--- src/hdl/kvls_pkg.sv ---
// Package for the key/value line splitter: status codes, character codes
// and the result record. No dependencies.
`default_nettype none
package kvls_pkg;

  // Result status codes
  typedef enum logic [2:0] {
    STATUS_OK        = 3'd0,
    STATUS_EQUALS    = 3'd1,
    STATUS_NO_KEY    = 3'd2,
    STATUS_NO_VALUE  = 3'd3,
    STATUS_TOO_LONG  = 3'd4
  } status_t;

  // Character codes
  localparam logic [7:0] CHAR_EQUALS = 8'h3D;
  localparam logic [7:0] CHAR_HASH   = 8'h23;
  localparam logic [7:0] CHAR_SPACE  = 8'h20;
  localparam logic [7:0] CHAR_TAB    = 8'h09;
  localparam logic [7:0] CHAR_CR     = 8'h0D;
  localparam logic [7:0] CHAR_LF     = 8'h0A;

  // One parsed line
  typedef struct packed {
    status_t    status;
    logic [7:0] key_start;
    logic [7:0] key_length;
    logic [7:0] value_start;
    logic [7:0] value_length;
  } result_t;

endpackage
`default_nettype wire

--- src/hdl/kvls_stream_if.sv ---
// Valid/ready channel interfaces for the key/value line splitter:
// the character stream and the result stream. No dependencies.
`default_nettype none
interface kvls_char_if;
  logic       valid;
  logic       ready;
  logic [7:0] character;
  logic       line_end;

  modport source (output valid, output character, output line_end, input ready);
  modport sink   (input valid, input character, input line_end, output ready);
endinterface

interface kvls_result_if;
  logic       valid;
  logic       ready;
  logic [2:0] status;
  logic [7:0] key_start;
  logic [7:0] key_length;
  logic [7:0] value_start;
  logic [7:0] value_length;

  modport source (output valid, output status, output key_start, output key_length,
                  output value_start, output value_length, input ready);
  modport sink   (input valid, input status, input key_start, input key_length,
                  input value_start, input value_length, output ready);
endinterface
`default_nettype wire

--- src/hdl/key_value_line_splitter_core.sv ---
// Key/value line splitter: scans a text line one character per transfer and
// reports status, key and value extents at the line end.
// The line result is registered into the buffer head, or into the skid while the head
// stalls. Throughput: one character per cycle while the skid is empty; a two-entry
// result buffer (head plus skid) lets characters flow while a result waits to be taken.
// Reset (rst, synchronous): clears the line scan state and empties the buffer.
// Depends on kvls_pkg and the interfaces in kvls_stream_if.sv.
`default_nettype none
module key_value_line_splitter_core #(
  parameter int LINE_MAX = 256
) (
  input  wire            clk,
  input  wire            rst,
  kvls_char_if.sink      chars,
  kvls_result_if.source  results
);
  import kvls_pkg::*;

  localparam logic [8:0] POS_LIMIT = (LINE_MAX < 256) ? 9'(LINE_MAX) : 9'd256;

  // Line scan state
  logic [8:0] position;
  logic       seen_nonspace;
  logic       lead_is_bad;
  logic [7:0] key_first;
  logic [7:0] key_last;
  logic [1:0] equals_count;
  logic       value_seen;
  logic [7:0] value_first;
  logic [7:0] value_last;

  logic [8:0] position_next;
  logic       seen_nonspace_next;
  logic       lead_is_bad_next;
  logic [7:0] key_first_next;
  logic [7:0] key_last_next;
  logic [1:0] equals_count_next;
  logic       value_seen_next;
  logic [7:0] value_first_next;
  logic [7:0] value_last_next;

  // Result buffer: head drives the port, skid catches a result while head stalls
  result_t head;
  result_t skid;
  logic    head_valid;
  logic    skid_valid;
  result_t line_result;

  logic [7:0] c;
  logic [7:0] pos;
  logic       c_blank;
  logic       c_white;
  logic       c_equals;
  logic       accept;
  logic       produce;
  logic       pop;

  assign c        = chars.character;
  assign pos      = position[7:0];
  assign c_blank  = (c == CHAR_SPACE) || (c == CHAR_TAB);
  assign c_white  = c_blank || (c == CHAR_CR) || (c == CHAR_LF);
  assign c_equals = (c == CHAR_EQUALS);

  assign chars.ready = !skid_valid;
  assign accept      = chars.valid && chars.ready;
  assign produce     = accept && chars.line_end;
  assign pop         = head_valid && results.ready;

  // Advance the scan state by one character
  always_comb begin
    seen_nonspace_next = seen_nonspace;
    lead_is_bad_next   = lead_is_bad;
    key_first_next     = key_first;
    key_last_next      = key_last;
    value_seen_next    = value_seen;
    value_first_next   = value_first;
    value_last_next    = value_last;
    if (equals_count == 2'd0) begin
      if (!c_blank) begin
        if (!seen_nonspace) begin
          seen_nonspace_next = 1'b1;
          lead_is_bad_next   = (c == CHAR_HASH) || c_equals;
          key_first_next     = pos;
        end
        if (!c_equals) begin
          key_last_next = pos;
        end
      end
    end else if (!c_equals && !c_white) begin
      if (!value_seen) begin
        value_seen_next  = 1'b1;
        value_first_next = pos;
      end
      value_last_next = pos;
    end
    equals_count_next = equals_count;
    if (c_equals && (equals_count != 2'd2)) begin
      equals_count_next = equals_count + 2'd1;
    end
    position_next = position;
    if (position <= POS_LIMIT) begin
      position_next = position + 9'd1;
    end
  end

  // Classify the line from the updated state
  always_comb begin
    line_result = '0;
    if (position_next > POS_LIMIT) begin
      line_result.status = STATUS_TOO_LONG;
    end else if (equals_count_next != 2'd1) begin
      line_result.status = STATUS_EQUALS;
    end else if (!seen_nonspace_next || lead_is_bad_next) begin
      line_result.status = STATUS_NO_KEY;
    end else if (!value_seen_next) begin
      line_result.status = STATUS_NO_VALUE;
    end else begin
      line_result.status       = STATUS_OK;
      line_result.key_start    = key_first_next;
      line_result.key_length   = key_last_next - key_first_next + 8'd1;
      line_result.value_start  = value_first_next;
      line_result.value_length = value_last_next - value_first_next + 8'd1;
    end
  end

  // Hold the scan state; clear it after each line end
  always_ff @(posedge clk) begin
    if (rst || produce) begin
      position      <= '0;
      seen_nonspace <= 1'b0;
      lead_is_bad   <= 1'b0;
      key_first     <= '0;
      key_last      <= '0;
      equals_count  <= '0;
      value_seen    <= 1'b0;
      value_first   <= '0;
      value_last    <= '0;
    end else if (accept) begin
      position      <= position_next;
      seen_nonspace <= seen_nonspace_next;
      lead_is_bad   <= lead_is_bad_next;
      key_first     <= key_first_next;
      key_last      <= key_last_next;
      equals_count  <= equals_count_next;
      value_seen    <= value_seen_next;
      value_first   <= value_first_next;
      value_last    <= value_last_next;
    end
  end

  // Move results through head and skid
  always_ff @(posedge clk) begin
    if (rst) begin
      head_valid <= 1'b0;
      skid_valid <= 1'b0;
    end else if (pop) begin
      if (skid_valid) begin
        head_valid <= 1'b1;
        skid_valid <= 1'b0;
      end else begin
        head_valid <= produce;
      end
    end else if (produce) begin
      if (head_valid) begin
        skid_valid <= 1'b1;
      end else begin
        head_valid <= 1'b1;
      end
    end
  end

  always_ff @(posedge clk) begin
    if (pop) begin
      if (skid_valid) begin
        head <= skid;
      end else if (produce) begin
        head <= line_result;
      end
    end else if (produce) begin
      if (head_valid) begin
        skid <= line_result;
      end else begin
        head <= line_result;
      end
    end
  end

  assign results.valid        = head_valid;
  assign results.status       = head.status;
  assign results.key_start    = head.key_start;
  assign results.key_length   = head.key_length;
  assign results.value_start  = head.value_start;
  assign results.value_length = head.value_length;

endmodule
`default_nettype wire

--- src/flat_wrapper.sv ---
// flat-port wrapper written by rule: the top's interface ports become plain ports
module key_value_line_splitter_core_flat import kvls_pkg::*;
#(
  parameter int LINE_MAX = 256
)
  (clk, rst, chars_valid, chars_character, chars_line_end, chars_ready, results_valid, results_status, results_key_start, results_key_length, results_value_start, results_value_length, results_ready);
  kvls_char_if chars_i ();
  kvls_result_if results_i ();
  input  wire clk;
  input  wire rst;
  input wire logic [$bits(chars_i.valid)-1:0] chars_valid;
  input wire logic [$bits(chars_i.character)-1:0] chars_character;
  input wire logic [$bits(chars_i.line_end)-1:0] chars_line_end;
  output wire logic [$bits(chars_i.ready)-1:0] chars_ready;
  output wire logic [$bits(results_i.valid)-1:0] results_valid;
  output wire logic [$bits(results_i.status)-1:0] results_status;
  output wire logic [$bits(results_i.key_start)-1:0] results_key_start;
  output wire logic [$bits(results_i.key_length)-1:0] results_key_length;
  output wire logic [$bits(results_i.value_start)-1:0] results_value_start;
  output wire logic [$bits(results_i.value_length)-1:0] results_value_length;
  input wire logic [$bits(results_i.ready)-1:0] results_ready;
  assign chars_i.valid = chars_valid;
  assign chars_i.character = chars_character;
  assign chars_i.line_end = chars_line_end;
  assign chars_ready = chars_i.ready;
  assign results_valid = results_i.valid;
  assign results_status = results_i.status;
  assign results_key_start = results_i.key_start;
  assign results_key_length = results_i.key_length;
  assign results_value_start = results_i.value_start;
  assign results_value_length = results_i.value_length;
  assign results_i.ready = results_ready;
  key_value_line_splitter_core #(.LINE_MAX(LINE_MAX)) u_core (.clk(clk), .rst(rst), .chars(chars_i), .results(results_i));
endmodule
--- config.mk ---
export PLATFORM = sky130hd
export DESIGN_NAME = key_value_line_splitter_core_flat
export DESIGN_NICKNAME = d
export VERILOG_FILES = /design/src/hdl/kvls_pkg.sv /design/src/hdl/kvls_stream_if.sv /design/src/hdl/key_value_line_splitter_core.sv /design/src/flat_wrapper.sv
export SDC_FILE = /design/constraint.sdc
export NUM_CORES = 1
export LEC_CHECK = 0
export BUFFER_PORTS_ARGS = -buffer_cell sky130_fd_sc_hd__buf_4
export CORE_UTILIZATION = 45
export CTS_CLUSTER_DIAMETER = 60
export DETAILED_ROUTE_END_ITERATION = 7
export GPL_TIMING_DRIVEN = 0
export PLACE_DENSITY = 0.6
export RECOVER_POWER = 50
export SLEW_MARGIN = 20
export SYNTH_ARGS = -nofsm -noshare
export SYNTH_HDL_FRONTEND = slang
export SYNTH_SLANG_ARGS = --single-unit
--- constraint.sdc ---
create_clock -name clk -period 7.45 [get_ports clk]
set_input_delay 0.3725 -clock clk [delete_from_list [all_inputs] [get_ports clk]]
set_output_delay 0.3725 -clock clk [all_outputs]
set_load 0.01 [all_outputs]
==> impl_results.md <==
* Status: finished, final reports clean
* Switching pwr at 360.7 uW
* Pwr Density at approximately 220 nW/um2
* Final worst setup slack at between 2 and 3 ns
* Layout cells sized above 1 at 0.1404
* Avg Cell Area, Syn at between 10 and 15 um2
* Clock transition at path regs at approximately 0.06 ns
* RSZ-0062 raised after global routing: no
* Unique cell type count in the Yosys netlist at 66
* Total negative slack at 0 ns
* Crit end category: flip-flop
* Setup violators final at 0
* Max-cap violations at 0
* CP startpoint: u_core.equals_count[0]
* Clk_lat worst skew at between 0.4 and 0.5 ns
* Final count of hold timing violations at 0
* Initial antenna violation count at 0
* Required @ worst endpoint at between 7 and 8 ns
* CTS sink count at roughly 120
* Largest cells by area after synthesis: edfxtp_1 (34%), dfxtp_1 (15%), o31ai_2 (5.6%)
* Top-area cell type share of the netlist area at 0.3362
* DR DRC count at 0
* Fmax at about 210 MHz
* EDFF count, synth at 70
* Critical path startpoint category: flip-flop
* Vias in the first global route at roughly 4500
* 1st-iter DRT viols at between 300 and 400
* Seq pwr share at 0.449
* Antenna Nets Post-Route at 0
* Post-CTS Hold Buffers at 0
* Clk buf depth at 2
* Primary FF master, synth: edfxtp_1
* Gr ovfl total at 0
* Pre-CTS setup slack at 2.545 ns
* Final Skew at around 0.0095 ns
* ANT cells at 0
* Pleak at about 2.6 nW
* Yosys top cell by area: edfxtp_1
* Initial Util at 0.4666
* Die X at 119.9 um
* Die Area at around 14000 um2
* TritonCTS Buffers at 17
* Clock network power share at 0.493
* First-pass DRT Iterations at 5
* Cts repair resizes at 0
* P_int at around 1.2 mW
* Vias at 4658
* Hold Path Depth at 2
* Vias/cell at between 5 and 6
* Port bufs at 49
* Io pins at 50
* Row Count at between 40 and 50
* First-pass GRT wire length at 23040 um
* Yosys reg bits at roughly 120
* Drt wl/cell at around 16 um
* Worst-path maximum fanout at 9
* Routability Congestion at slightly above 0.8
* Clock root cell: clkbuf_16
* CP arrival at 5.01 ns
* GRT Total Usage at 0.2082
* Post-route core utilization at 0.5427
* Hold Path Class: in2reg
* Post-DP HPWL at 10350 um
* Register area share after synthesis at 0.4899
* Pin count of the biggest net entering global routing at 17
* Nets at just over 700
* Combinational power share at 0.058
* YS warnings at 0
* Slew headroom at 0.08759
* Post-CTS setup buffers at 0
* Met2 wire len at 6669 um
* CTS HTree Levels at 4
* Sw Share at 0.2280
* CTS tree: yes
* Synthesized instance count at a little over 600
* Reg2Reg Setup Slack at 2.70 ns
* Mapped Nets at between 600 and 700
* R2R depth at 15
* Core Footprint at 13400 um2
* Tightest Pin Transition at ~1.4 ns
* CP Class: reg2reg
* Hold_ws at around 0.12 ns
* RR Startpoint: u_core.equals_count[0]
* Synthesized area at about 6300 um2
* CP endpoint: u_core.results.value_length[7]
* Die Span Y at around 120 um
* Final Cycle Share at 0.6380
* Post-Route WL at between 10000 and 15000 um
* Maximum VDD drop at approximately 0.14 mV
* Min cycle time layout at 4.753 ns
* Metal3 WL at ~750 um
* Fraction of registers with async set/reset at 0
* Slew Limit Fails at 0
* M1 wire length at roughly 6500 um
* Synth-to-layout area growth at 16.31%
* RR Endpoint: u_core.results.value_length[7]
* Max layer used: met4
[through the flow]
step / std cells / instance area, um2 / power [mW]
after CTS: 867 / 7465 / 1.598
after global placement: 830 / 6840 / 0.8202
after detailed placement: 835 / 6899 / 0.8235
final: 867 / 7272 / 1.582
after global routing: 867 / 7272 / 1.631
after floorplan: 605 / 6252 / 0.7847
[layout make-up]
cell class | count | area, um2
buffer | 36 | 177.7
clock buffer | 18 | 429.2
clock inverter | 14 | 136.4
fill | 1222 | 6128
inverter | 29 | 108.9
multi-input combinational | 422 | 2878
sequential | 118 | 3063
tap | 176 | 220.2
timing repair buffer | 54 | 259.0
[power groups by stage]
stage / clock network [mW] / registers, mW / logic (mW)
finish: 0.780 / 0.710 / 0.0912
global placement: 0 / 0.725 / 0.0955
floorplan: 0 / 0.728 / 0.0571
detailed placement: 0 / 0.724 / 0.0996
global route: 0.817 / 0.712 / 0.102
CTS: 0.787 / 0.710 / 0.100
[worst min path at each step]
stage | start | endpoint
after global placement | u_core.value_last[0] | u_core.value_last[0]
after detailed placement | u_core.value_last[0] | u_core.value_last[0]
after CTS | rst | u_core.results.valid
final | rst | u_core.results.valid
after global routing | rst | u_core.results.valid
after floorplan | u_core.value_last[0] | u_core.value_last[0]
[sequential cells by signal (all words and copies together), names as in the netlist]
| signal | flops |
|---|---|
| u_core.skid | 35 |
| u_core.position | 9 |
| u_core.key_first | 8 |
| u_core.key_last | 8 |
| u_core.results.key_length | 8 |
| u_core.results.key_start | 8 |
| u_core.results.value_length | 8 |
| u_core.results.value_start | 8 |
| u_core.value_first | 8 |
| u_core.value_last | 8 |
| u_core.results.status | 3 |
| u_core.equals_count | 2 |
| u_core.lead_is_bad | 1 |
| u_core.results.valid | 1 |
| u_core.seen_nonspace | 1 |
| u_core.skid_valid | 1 |
| u_core.value_seen | 1 |
[cells in the final DEF, fill, tap and decap left out, drive strengths merged, types with 3 or more instances in the layout]
cell type and instances:
clkinvlp 5, nor2b 6, xnor2 10, o31ai 34
xor2 7, clkinv 7, a22o 3, o221ai 3
edfxtp 70, nor4 4, nor2 77, o21ai 17
o21bai 3, nand2 80, mux2 8, buf 25
o211ai 3, mux2i 21, or2 3, inv 29
dfxtp 48, nand2b 3, o21a 3, nor3b 3
nand3b 3, ha 27, a221oi 3, clkbuf 83
a41oi 3, nor3 14, a21oi 34, nand3 5
a211oi 9, or3 3, and3 5
[metal layers]
metal  vias up  global-route usage
met3        16             0.04848
met2       125              0.3360
li1       2336                   -
met5         -                   0
met1      2181              0.2740
met4         0             0.07109
[cell usage after synthesis, drive strengths merged, types with 3 or more instances]
library cell	count
nand2	80
nor2	77
edfxtp	70
dfxtp	48
a21oi	34
o31ai	34
inv	29
ha	27
clkbuf	23
mux2i	21
o21ai	17
nor3	14
buf	13
xnor2	10
a211oi	9
mux2	8
xor2	7
nor2b	6
and3	5
nand3	5
nor4	4
a221oi	3
a22o	3
a41oi	3
nand2b	3
nand3b	3
nor3b	3
o211ai	3
o21a	3
o21bai	3
o221ai	3
or2	3
or3	3
[worst max-delay path, cell delays in order, from the launching register on]
cell and delay [ns]:
dfxtp_1 0.36, inv_1 0.10, ha_1 0.29, nor4_2 0.89, nand2_2 0.26, a21oi_1 0.41, inv_1 0.08, ha_1 0.28
inv_1 0.04, ha_1 0.21, fa_1 0.43, a211oi_1 0.33, o21bai_1 0.12, a21oi_1 0.19, xnor3_1 0.40, o31ai_2 0.19
[cell families (layout without fill, tap and decap cells)]
logic type | count (synthesis) | after routing | synth area share
mux | 29 | 29 | 0.04803
compound gates | 130 | 130 | 0.1687
xor+xnor | 18 | 18 | 0.02742
fa+ha+maj | 29 | 29 | 0.06044
flops | 118 | 118 | 0.4899
simple gates | 216 | 216 | 0.1597
buf+inv | 65 | 151 | 0.04583
(Power assumes the default switching activity.)
